--- config.mk ---
export PLATFORM = sky130hd
export DESIGN_NAME = infix_to_postfix_converter
export DESIGN_NICKNAME = d
export VERILOG_FILES = /design/src/itp_pkg.sv /design/src/infix_to_postfix_converter.sv /design/src/itp_stack_mem.sv /design/src/itp_rsp_reg.sv
export SDC_FILE = /design/constraint.sdc
export NUM_CORES = 1
export LEC_CHECK = 0
export BUFFER_PORTS_ARGS = -buffer_cell sky130_fd_sc_hd__buf_2
export CORE_AREA = 2 2 118 108
export DETAILED_ROUTE_END_ITERATION = 12
export DIE_AREA = 0 0 120 110
export PLACE_DENSITY = 0.82
export SLEW_MARGIN = 25
export SYNTH_ARGS = -nofsm -noshare
export SYNTH_HDL_FRONTEND = slang
export SYNTH_SLANG_ARGS = --single-unit
--- constraint.sdc ---
create_clock -name clock -period 7.2 [get_ports clock]
set_input_delay 1.08 -clock clock [delete_from_list [all_inputs] [get_ports clock]]
set_output_delay 1.08 -clock clock [all_outputs]
set_load 0.02 [all_outputs]
--- src/itp_pkg.sv ---
// ----------------------------------------------------------------------------
// itp_pkg: shared types and constants of the infix to postfix converter
// token codes, stack geometry and the structs passed between modules
// ----------------------------------------------------------------------------
package itp_pkg;

   localparam int STACK_DEPTH = 16;
   localparam int VALUE_BITS  = 32;
   localparam int PTR_W       = (STACK_DEPTH > 1) ? $clog2(STACK_DEPTH) : 1;
   localparam int CNT_W       = $clog2(STACK_DEPTH + 1);

   // input token kinds
   localparam logic [2:0] KIND_NUM    = 3'd0;
   localparam logic [2:0] KIND_OP     = 3'd1;
   localparam logic [2:0] KIND_LPAREN = 3'd2;
   localparam logic [2:0] KIND_RPAREN = 3'd3;
   localparam logic [2:0] KIND_END    = 3'd4;

   // stack entry for an open parenthesis, operators use codes 0 to 3
   localparam logic [2:0] ENTRY_PAREN = 3'd4;

   // result kinds
   localparam logic [1:0] OUT_NUM = 2'd0;
   localparam logic [1:0] OUT_OP  = 2'd1;
   localparam logic [1:0] OUT_END = 2'd2;
   localparam logic [1:0] OUT_ERR = 2'd3;

   // error codes
   localparam logic [1:0] ERR_NONE     = 2'd0;
   localparam logic [1:0] ERR_CLOSE    = 2'd1;
   localparam logic [1:0] ERR_OPEN     = 2'd2;
   localparam logic [1:0] ERR_OVERFLOW = 2'd3;

   typedef struct packed {
      logic                  wr_en;
      logic [PTR_W-1:0]      wr_addr;
      logic [2:0]            wr_data;
      logic                  rd_en;
      logic [PTR_W-1:0]      rd_addr;
   } itp_mem_req_type;

   typedef struct packed {
      logic [1:0]                   out_kind;
      logic [1:0]                   out_op;
      logic signed [VALUE_BITS-1:0] out_value;
      logic [1:0]                   error_code;
      logic                         last;
   } itp_result_type;

endpackage

--- src/infix_to_postfix_converter.sv ---
// ----------------------------------------------------------------------------
// infix_to_postfix_converter: shunting-yard token converter
// timing: a token is registered in idle; a number or overflow error beat is
//   loaded into the rsp register from the exam state, any other error beat
//   from the tail state; a popped operator waits in the holding register
// flow: tokens are taken only in idle, once the last token's beats are loaded;
//   each operator popped off the stack takes one stack memory read, the last
//   popped one leaves the holding register in tail before any error or end beat
// reset: state, stack count, error flag and pending flags cleared, stack memory keeps its contents
// ----------------------------------------------------------------------------
module infix_to_postfix_converter (
   input  logic                                   clock,
   input  logic                                   reset,
   input  logic                                   req_valid,
   output logic                                   req_ready,
   input  logic [2:0]                             req_kind,
   input  logic [1:0]                             req_op_code,
   input  logic signed [itp_pkg::VALUE_BITS-1:0]  req_num_value,
   output logic                                   rsp_valid,
   input  logic                                   rsp_ready,
   output logic [1:0]                             rsp_out_kind,
   output logic [1:0]                             rsp_out_op,
   output logic signed [itp_pkg::VALUE_BITS-1:0]  rsp_out_value,
   output logic [1:0]                             rsp_error_code,
   output logic                                   rsp_last
);
   import itp_pkg::*;

   // idle waits for a token, exam looks at the stack top each cycle,
   // tail drains the held operator, error and end beats
   typedef enum logic [1:0] {ST_IDLE, ST_EXAM, ST_TAIL} state_type;

   state_type                     state_ff, state_in;
   logic [2:0]                    kind_ff, kind_in;
   logic [1:0]                    op_ff, op_in;
   logic signed [VALUE_BITS-1:0]  value_ff, value_in;
   logic [CNT_W-1:0]              count_ff, count_in;
   logic                          hold_ff, hold_in;
   // popped operator held back until we know whether it is the last beat
   logic                          pend_valid_ff, pend_valid_in;
   logic [1:0]                    pend_op_ff, pend_op_in;
   logic                          do_err_ff, do_err_in;
   logic [1:0]                    err_code_ff, err_code_in;
   logic                          do_end_ff, do_end_in;

   itp_mem_req_type               mem_req;
   logic [2:0]                    top;
   itp_result_type                res;
   logic                          res_load;
   logic                          emit_ok;

   logic [CNT_W-1:0]              cnt_m1;
   logic [CNT_W-1:0]              cnt_m2;
   logic                          top_valid;
   logic                          top_paren;
   logic                          full;
   logic                          pop_cond;
   logic                          req_take;

   assign req_ready = (state_ff == ST_IDLE);
   assign req_take  = req_valid && req_ready;

   assign cnt_m1    = count_ff - CNT_W'(1);
   assign cnt_m2    = count_ff - CNT_W'(2);
   assign top_valid = (count_ff != '0);
   assign top_paren = (top == ENTRY_PAREN);
   assign full      = (count_ff == CNT_W'(STACK_DEPTH));

   // an operator pops a stacked one of equal or higher precedence,
   // a close paren or the end marker pop anything but an open paren
   assign pop_cond = top_valid && !top_paren &&
                     ((kind_ff != KIND_OP) || !(op_ff[1] && !top[1]));

   always_comb begin
      state_in      = state_ff;
      kind_in       = kind_ff;
      op_in         = op_ff;
      value_in      = value_ff;
      count_in      = count_ff;
      hold_in       = hold_ff;
      pend_valid_in = pend_valid_ff;
      pend_op_in    = pend_op_ff;
      do_err_in     = do_err_ff;
      err_code_in   = err_code_ff;
      do_end_in     = do_end_ff;

      mem_req         = '0;
      mem_req.rd_addr = cnt_m1[PTR_W-1:0];
      mem_req.wr_addr = count_ff[PTR_W-1:0];
      mem_req.wr_data = {1'b0, op_ff};

      res_load = 1'b0;
      res      = '0;

      case (state_ff)
         ST_IDLE: begin
            // unknown kinds, and non-end tokens while in error, are dropped here
            if (req_take && (req_kind <= KIND_END) &&
                !(hold_ff && (req_kind != KIND_END))) begin
               kind_in        = req_kind;
               op_in          = req_op_code;
               value_in       = req_num_value;
               mem_req.rd_en  = 1'b1;
               state_in       = ST_EXAM;
            end
         end

         ST_EXAM: begin
            if (kind_ff == KIND_NUM) begin
               if (emit_ok) begin
                  res_load      = 1'b1;
                  res.out_kind  = OUT_NUM;
                  res.out_value = value_ff;
                  res.last      = 1'b1;
                  state_in      = ST_IDLE;
               end
            end else if (kind_ff == KIND_LPAREN) begin
               if (full) begin
                  if (emit_ok) begin
                     res_load       = 1'b1;
                     res.out_kind   = OUT_ERR;
                     res.error_code = ERR_OVERFLOW;
                     res.last       = 1'b1;
                     count_in       = '0;
                     hold_in        = 1'b1;
                     state_in       = ST_IDLE;
                  end
               end else begin
                  mem_req.wr_en   = 1'b1;
                  mem_req.wr_data = ENTRY_PAREN;
                  count_in        = count_ff + CNT_W'(1);
                  state_in        = ST_IDLE;
               end
            end else if (pop_cond) begin
               // pop one operator, fetch the entry below for next cycle
               if (!pend_valid_ff || emit_ok) begin
                  if (pend_valid_ff) begin
                     res_load     = 1'b1;
                     res.out_kind = OUT_OP;
                     res.out_op   = pend_op_ff;
                  end
                  pend_valid_in   = 1'b1;
                  pend_op_in      = top[1:0];
                  count_in        = cnt_m1;
                  mem_req.rd_en   = 1'b1;
                  mem_req.rd_addr = cnt_m2[PTR_W-1:0];
               end
            end else if (kind_ff == KIND_OP) begin
               if (pend_valid_ff) begin
                  // after a pop the push always fits
                  mem_req.wr_en = 1'b1;
                  count_in      = count_ff + CNT_W'(1);
                  do_err_in     = 1'b0;
                  do_end_in     = 1'b0;
                  state_in      = ST_TAIL;
               end else if (full) begin
                  if (emit_ok) begin
                     res_load       = 1'b1;
                     res.out_kind   = OUT_ERR;
                     res.error_code = ERR_OVERFLOW;
                     res.last       = 1'b1;
                     count_in       = '0;
                     hold_in        = 1'b1;
                     state_in       = ST_IDLE;
                  end
               end else begin
                  mem_req.wr_en = 1'b1;
                  count_in      = count_ff + CNT_W'(1);
                  state_in      = ST_IDLE;
               end
            end else if (kind_ff == KIND_RPAREN) begin
               do_end_in = 1'b0;
               if (top_valid) begin
                  // matching open paren found, drop it
                  count_in  = cnt_m1;
                  do_err_in = 1'b0;
                  state_in  = pend_valid_ff ? ST_TAIL : ST_IDLE;
               end else begin
                  count_in    = '0;
                  hold_in     = 1'b1;
                  do_err_in   = 1'b1;
                  err_code_in = ERR_CLOSE;
                  state_in    = ST_TAIL;
               end
            end else begin
               // end marker: leftover open paren is an error, then end beat
               do_err_in   = top_valid;
               err_code_in = ERR_OPEN;
               do_end_in   = 1'b1;
               count_in    = '0;
               hold_in     = 1'b0;
               state_in    = ST_TAIL;
            end
         end

         ST_TAIL: begin
            if (emit_ok) begin
               res_load = 1'b1;
               if (pend_valid_ff) begin
                  res.out_kind  = OUT_OP;
                  res.out_op    = pend_op_ff;
                  res.last      = !(do_err_ff || do_end_ff);
                  pend_valid_in = 1'b0;
                  if (!(do_err_ff || do_end_ff)) begin
                     state_in = ST_IDLE;
                  end
               end else if (do_err_ff) begin
                  res.out_kind   = OUT_ERR;
                  res.error_code = err_code_ff;
                  res.last       = !do_end_ff;
                  do_err_in      = 1'b0;
                  if (!do_end_ff) begin
                     state_in = ST_IDLE;
                  end
               end else begin
                  res.out_kind = OUT_END;
                  res.last     = 1'b1;
                  do_end_in    = 1'b0;
                  state_in     = ST_IDLE;
               end
            end
         end

         default: begin
            state_in = ST_IDLE;
         end
      endcase
   end

   always_ff @(posedge clock) begin
      if (reset) begin
         state_ff      <= ST_IDLE;
         count_ff      <= '0;
         hold_ff       <= 1'b0;
         pend_valid_ff <= 1'b0;
         do_err_ff     <= 1'b0;
         do_end_ff     <= 1'b0;
      end else begin
         state_ff      <= state_in;
         count_ff      <= count_in;
         hold_ff       <= hold_in;
         pend_valid_ff <= pend_valid_in;
         do_err_ff     <= do_err_in;
         do_end_ff     <= do_end_in;
      end
      kind_ff     <= kind_in;
      op_ff       <= op_in;
      value_ff    <= value_in;
      pend_op_ff  <= pend_op_in;
      err_code_ff <= err_code_in;
   end

   itp_stack_mem u_stack_mem (
      .clock   (clock),
      .mem_req (mem_req),
      .rd_data (top)
   );

   itp_rsp_reg u_rsp_reg (
      .clock          (clock),
      .reset          (reset),
      .load           (res_load),
      .load_data      (res),
      .load_ok        (emit_ok),
      .rsp_valid      (rsp_valid),
      .rsp_ready      (rsp_ready),
      .rsp_out_kind   (rsp_out_kind),
      .rsp_out_op     (rsp_out_op),
      .rsp_out_value  (rsp_out_value),
      .rsp_error_code (rsp_error_code),
      .rsp_last       (rsp_last)
   );

   // stack never holds more than its depth
   a_count_bound: assert property (@(posedge clock) disable iff (reset)
      count_ff <= CNT_W'(STACK_DEPTH))
      else $error("stack count beyond depth");

   // while in error the stack is empty
   a_hold_empty: assert property (@(posedge clock) disable iff (reset)
      hold_ff |-> (count_ff == '0))
      else $error("error hold with stacked entries");

   // a result is only loaded when the output register can take it
   a_load_room: assert property (@(posedge clock) disable iff (reset)
      res_load |-> emit_ok)
      else $error("result loaded over a stalled beat");

   // the final beat of a token returns the block to taking tokens
   a_last_idle: assert property (@(posedge clock) disable iff (reset)
      (res_load && res.last) |=> req_ready)
      else $error("not ready after last beat");

   // the held operator is never dropped on the way back to idle
   a_pend_flushed: assert property (@(posedge clock) disable iff (reset)
      (state_ff == ST_IDLE) |-> !pend_valid_ff)
      else $error("held operator left in idle");

endmodule

--- src/itp_stack_mem.sv ---
// ----------------------------------------------------------------------------
// itp_stack_mem: operator stack storage
// one write and one registered read per cycle, read data holds without rd_en
// ----------------------------------------------------------------------------
module itp_stack_mem (
   input  logic                     clock,
   input  itp_pkg::itp_mem_req_type mem_req,
   output logic [2:0]               rd_data
);
   import itp_pkg::*;

   logic [2:0] mem_ff [STACK_DEPTH];
   logic [2:0] rd_data_ff;

   always_ff @(posedge clock) begin
      if (mem_req.wr_en) begin
         mem_ff[mem_req.wr_addr] <= mem_req.wr_data;
      end
      if (mem_req.rd_en) begin
         rd_data_ff <= mem_ff[mem_req.rd_addr];
      end
   end

   assign rd_data = rd_data_ff;

endmodule

--- src/itp_rsp_reg.sv ---
// ----------------------------------------------------------------------------
// itp_rsp_reg: result output register
// holds one result beat, takes a new one when empty or while the current beat is taken
// ----------------------------------------------------------------------------
module itp_rsp_reg (
   input  logic                                   clock,
   input  logic                                   reset,
   input  logic                                   load,
   input  itp_pkg::itp_result_type                load_data,
   output logic                                   load_ok,
   output logic                                   rsp_valid,
   input  logic                                   rsp_ready,
   output logic [1:0]                             rsp_out_kind,
   output logic [1:0]                             rsp_out_op,
   output logic signed [itp_pkg::VALUE_BITS-1:0]  rsp_out_value,
   output logic [1:0]                             rsp_error_code,
   output logic                                   rsp_last
);
   import itp_pkg::*;

   logic           valid_ff;
   logic           valid_in;
   itp_result_type data_ff;

   assign load_ok  = !valid_ff || rsp_ready;
   assign valid_in = load ? 1'b1 : (rsp_ready ? 1'b0 : valid_ff);

   always_ff @(posedge clock) begin
      if (reset) begin
         valid_ff <= 1'b0;
      end else begin
         valid_ff <= valid_in;
      end
      if (load) begin
         data_ff <= load_data;
      end
   end

   assign rsp_valid      = valid_ff;
   assign rsp_out_kind   = data_ff.out_kind;
   assign rsp_out_op     = data_ff.out_op;
   assign rsp_out_value  = data_ff.out_value;
   assign rsp_error_code = data_ff.error_code;
   assign rsp_last       = data_ff.last;

endmodule

==> results by stage <==
Yosys:
- The adder-cell area share of the yosys netlist is around 2.4%.
- The gate count after technology mapping is around 560.
- Yosys printed 0 warnings.
- In this run, synthesis inferred roughly 130 flip-flops with an integrated enable.
- In the synthesized netlist the async set-or-reset flop fraction comes to 0%.
- After synthesis, the largest family of logic cells by area is simple AND/OR/NAND/NOR gates.
- Yosys mapped the design onto 74 distinct sky130hd cell types.
- Of the total synthesized cell area, the portion taken by XOR and XNOR cells is less than 1%.
- The prevailing post-synth register cell is sky130_fd_sc_hd__edfxtp_1.
- The net count of the mapped netlist is a little over 600.
- In the post-synthesis netlist, the biggest area contributors are sky130_fd_sc_hd__edfxtp_1, sky130_fd_sc_hd__dfxtp_1, sky130_fd_sc_hd__and2_1.
- After Yosys synthesis, and, or, nand and nor cells account for approximately 15% of the synthesized area.
- Sequential elements use between 60% and 70% of the synthesized area.
- The synthesized-area fraction occupied by ao, oa, aoi and oai cells is 14.9%.
- A synthesized cell averages 12.1 um2.
- The post-synthesis cell area is around 0.0068 mm2.
- The area share of the largest cell type after synthesis is around 58%.
- sky130_fd_sc_hd__edfxtp_1 takes more of the synthesized area than any other cell.
- Of the post-synthesis cell area, the part taken by muxes is 2.76%.
- After synthesis the netlist holds a flip-flop and latch count of 143.

Setup path:
- The register-to-register path setup slack is ~2.6 ns.
- The critical path arrival is approximately 4.8 ns.
- The worst setup path is of the flop to flop kind.
- The startpoint identified for the worst register-to-register timing path is count_ff[0].
- The depth of the most critical reg-to-reg path is 8.
- The signal on the critical path passes through buf_4 > clkinv_1 > ha_1 > inv_1 > o21ai_1 > o2111ai_1 > a2111oi_0 > nor4_2.
- The number of buffers and inverters on the critical path is 3.
- The highest-delay cell along the critical path is sky130_fd_sc_hd__ha_1.
- In this run the worst path has a maximum fanout of between 40 and 50.
- The highest cell delay on the worst timing path is ~1.1 ns.
- The kind of cell with the highest combined delay along the critical path is buffers and inverters.
- The category of the worst setup path launch point is a flop.
- The critical path required time is 7.33 ns.
- The worst setup path is captured at a flop.
- The endpoint identified for the worst register-to-register timing path is u_stack_mem.rd_data[2].

Pwr:
- Sequential cells burn roughly 37% of the power.
- The internal portion of the total power is around 0.0019 W.
- Summed over all cells, the static leakage comes to 2.78 nW.
- The proportion of total power due to net switching is roughly a third.
- The power density over cell area is approximately 360 mW/mm2.
- The combinational share of power is 30.3%.
- Per report_power, the clock group accounts for approximately 33% of the total.
- The sum of internal, switching and leakage power is 0.00289 W.
- The maximum vdd drop is 0.000287 V.
- For this design the total switching power over the nets is 0.00101 W.

STA:
- The final number of hold-violating endpoints is 0.
- Derived from the worst setup path, the maximum achievable clock frequency is around 220 MHz.
- For the finished layout, the period the worst path requires is around 4.6 ns.
- The tightest slew margin relative to the limit is between 30% and 40%.
- Setup repair after global routing left no endpoint under its margin.
- For the pin with the worst max-slew slack, the measured transition is around 1 ns.
- The clock arrives with 0.00768 ns of skew.
- The number of pins with negative max-slew slack in the final report is 0.
- The total setup violations reported at the end of the flow is 0.
- The post-route fraction of the period consumed by the critical path is between 60% and 70%.
- For the final routed database, the setup TNS stands at 0 ns.

Worst hold path:
- The class of the tightest hold or removal check is flop to flop.
- The worst hold path was traced through 2 stages.
- The worst hold path startpoint is state_ff[1].
- The hold-critical path endpoint is state_ff[1].

Drt:
- After detailed routing, the met2 layer carries between 7000 and 8000 um of wire.
- In the final routing, the length of wire on met1 measures ~6800 um.
- The wire length reported by the detailed router is between 15000 and 20000 um.
- The total via count in the routed design is about 5100.
- The residual antenna-violating net count after detailed routing is 0.
- In the routed design, unresolved DRC markers number 0.
- Routed signal wires occupy layers up through met4.
- The detail-routed net length per standard cell is 20.6 um.
- The length of routed met3 wiring is approximately 1700 um.
- The number of search-and-repair iterations in the first detailed-routing pass is 7.
- Dividing the detail-routed via count by the number of cells gives ~6.3.
- The first routing iteration left 660 violations.

Global route:
- The pin count of the biggest net entering global routing is 44.
- Global routing used 25.8% of the available tracks.
- The number of antenna violations at the first check in global routing is 0.
- After global routing the overflow that remains totals 0.
- The via count of the first global-routing pass came to 4810.
- The first global-routing pass estimated around 26000 um of wire.

Floorplan:
- The floorplan core area is between 0.01 and 0.015 mm2.
- The number of core rows is 38.
- Measured along the x axis, the die boundary spans 120 um.
- The initial core utilization is a little under three fifths.
- During I/O placement, the number of pins put on the boundary was 82.
- The die height is 110 um.
- The die covers 0.0132 mm2.

Clock network:
- The number of gates resized after CTS was 0.
- The buffer type at the clock tree root is sky130_fd_sc_hd__clkbuf_16.
- TritonCTS built the clock tree.
- Counting along the longest clock path gives a buffer depth of 2.
- The number of H-tree branching levels is 4.
- For this design, the sink count on the clock tree is between 100 and 150.
- The post-CTS setup buffer count is 0.
- The CTS buffer count is 17.
- The post-CTS clock slew at the launch and capture registers of the worst setup and hold paths is ~0.070 ns.
- The later-pin clock latency in the skew report is 0.42 ns.
- The hold-fix buffer count after cts is 0.

Cells and area:
- Relative to the synthesized area, the layout overhead comes to 17.3%.
- The repair_antennas step left the layout with diodes totalling 0.
- The layout has between 800 and 900 filler cells.
- Of the cells placed in the final design, the portion with a size suffix greater than 1 is roughly 22%.
- For this run, the post-layout net count is 689.
- For this run, the number of standard cells in the final layout without fillers is 809.

Placement:
- The count of input and output buffers is 81.
- The HPWL after detailed placement is 11200 um.
- The number of placed instances, taps included, is roughly 780.
- The weighted congestion reported at the end of routability-driven placement is between 0.9 and 1.

Run status:
- The flow ran to the end, and the final reports show no timing, DRC or antenna violations.

Run:
- The max-cap check violation count is 0.
layout by cell type, fill, tap and decap left out, types with 4 or more instances in the layout:
cell	Yosys	routed
sky130_fd_sc_hd__a2111oi_0	7	7
sky130_fd_sc_hd__a211oi_1	7	7
sky130_fd_sc_hd__a21o_1	4	4
sky130_fd_sc_hd__a21oi_1	33	33
sky130_fd_sc_hd__a221oi_1	4	4
sky130_fd_sc_hd__a22oi_1	6	6
sky130_fd_sc_hd__a31oi_1	7	7
sky130_fd_sc_hd__and2_1	34	34
sky130_fd_sc_hd__buf_2	4	81
sky130_fd_sc_hd__buf_4	1	6
sky130_fd_sc_hd__clkbuf_16	0	17
sky130_fd_sc_hd__dfxtp_1	12	12
sky130_fd_sc_hd__edfxtp_1	131	131
sky130_fd_sc_hd__ha_1	12	12
sky130_fd_sc_hd__inv_1	17	17
sky130_fd_sc_hd__inv_8	0	7
sky130_fd_sc_hd__mux2i_1	12	12
sky130_fd_sc_hd__nand2_1	34	34
sky130_fd_sc_hd__nand2b_1	4	4
sky130_fd_sc_hd__nand3_1	12	12
sky130_fd_sc_hd__nor2_1	46	46
sky130_fd_sc_hd__nor2b_1	9	9
sky130_fd_sc_hd__nor3_1	21	21
sky130_fd_sc_hd__nor4_1	7	6
sky130_fd_sc_hd__nor4_2	3	4
sky130_fd_sc_hd__o21a_1	6	6
sky130_fd_sc_hd__o21ai_0	22	22
sky130_fd_sc_hd__o21ai_1	5	5
sky130_fd_sc_hd__or3_1	4	4
cell families after synthesis:
kind of cell	Yosys count
xor+xnor	3
compound gates	144
fa+ha+maj	13
flops	143
mux	16
simple gates	191
buf+inv	51
per-stage QoR:
step / setup WS (ns) / util, % / instance area [um2] / hold WS, ns
floorplan: 1.44 / - / 6810 / 0.446
global placement: 2.89 / 61.6 / 7350 / 0.470
detailed placement: 2.72 / 61.6 / 7350 / 0.486
CTS: 2.77 / 67.0 / 7990 / 0.495
global route: 2.38 / 67.0 / 7990 / 0.536
finish: 2.57 / 67.0 / 7990 / 0.497
routing by layer:
metal  global-route usage (%)  up-vias
met5                        0        -
met4                     8.99        0
met3                     7.10       27
met2                     39.9      307
met1                     35.5     2449
li1                         -     2291
Yosys cell counts (4+ instances only):
cell / count
sky130_fd_sc_hd__a22oi_1: 6
sky130_fd_sc_hd__dfxtp_1: 12
sky130_fd_sc_hd__mux2i_1: 12
sky130_fd_sc_hd__or3_1: 4
sky130_fd_sc_hd__buf_1: 4
sky130_fd_sc_hd__a21oi_1: 33
sky130_fd_sc_hd__a21o_1: 4
sky130_fd_sc_hd__ha_1: 12
sky130_fd_sc_hd__a2111oi_0: 7
sky130_fd_sc_hd__nor3_1: 21
sky130_fd_sc_hd__edfxtp_1: 131
sky130_fd_sc_hd__nand3_1: 12
sky130_fd_sc_hd__nor2b_1: 9
sky130_fd_sc_hd__nand2b_1: 4
sky130_fd_sc_hd__buf_2: 4
sky130_fd_sc_hd__o21ai_0: 22
sky130_fd_sc_hd__o21a_1: 6
sky130_fd_sc_hd__nor2_1: 46
sky130_fd_sc_hd__nand2_1: 34
sky130_fd_sc_hd__a31oi_1: 7
sky130_fd_sc_hd__nor4_1: 7
sky130_fd_sc_hd__inv_1: 17
sky130_fd_sc_hd__and2_1: 34
sky130_fd_sc_hd__a221oi_1: 4
sky130_fd_sc_hd__o21ai_1: 5
sky130_fd_sc_hd__clkbuf_1: 21
sky130_fd_sc_hd__a211oi_1: 7
flip-flops by register name (all words and copies together), names as in the netlist, 2 cells and up:
| register | cells |
|---|---|
| count_ff | 5 |
| err_code_ff | 2 |
| kind_ff | 3 |
| op_ff | 2 |
| pend_op_ff | 2 |
| state_ff | 2 |
| u_rsp_reg.rsp_error_code | 2 |
| u_rsp_reg.rsp_out_kind | 2 |
| u_rsp_reg.rsp_out_op | 2 |
| u_rsp_reg.rsp_out_value | 32 |
| u_stack_mem.mem_ff | 48 |
| u_stack_mem.rd_data | 3 |
| value_ff | 32 |
how the worst max path moves through the flow:
stage                startpoint                          end  slack [ns]  cells past startpoint
global route        count_ff[0]       u_stack_mem.rd_data[2]        2.38                      8
floorplan           count_ff[0]  u_rsp_reg.rsp_error_code[0]        1.44                     10
CTS                 count_ff[0]       u_stack_mem.rd_data[2]        2.77                      8
finish              count_ff[0]       u_stack_mem.rd_data[2]        2.57                      8
global placement      rsp_ready       u_stack_mem.rd_data[2]        2.89                      9
detailed placement    rsp_ready       u_stack_mem.rd_data[2]        2.72                      9
layout make-up:
type / count / area (um2) / share of cell area (%)
sequential: 143 / 4170 / 52.2
timing repair buffer: 87 / 450 / 5.64
multi-input combinational: 367 / 2450 / 30.6
clock inverter: 15 / 219 / 2.74
inverter: 20 / 76.3 / 0.955
clock buffer: 17 / 425 / 5.32
tap: 160 / 200 / 2.51
power groups by stage:
stage	logic [W]	clock network, W	registers, W
finish	0.000874	0.000954	0.00106
detailed placement	0.000844	0	0.00107
global placement	0.000824	0	0.00107
global route	0.000956	0.000996	0.00107
CTS	0.000850	0.000965	0.00106
floorplan	0.000640	0	0.00106
worst min-delay path, cell delays in order, from the launching register on:
cell and delay (ns):
sky130_fd_sc_hd__dfxtp_1 0.34, sky130_fd_sc_hd__nand2_1 0.06, sky130_fd_sc_hd__a21oi_1 0.05
(Power assumes the default switching activity.)
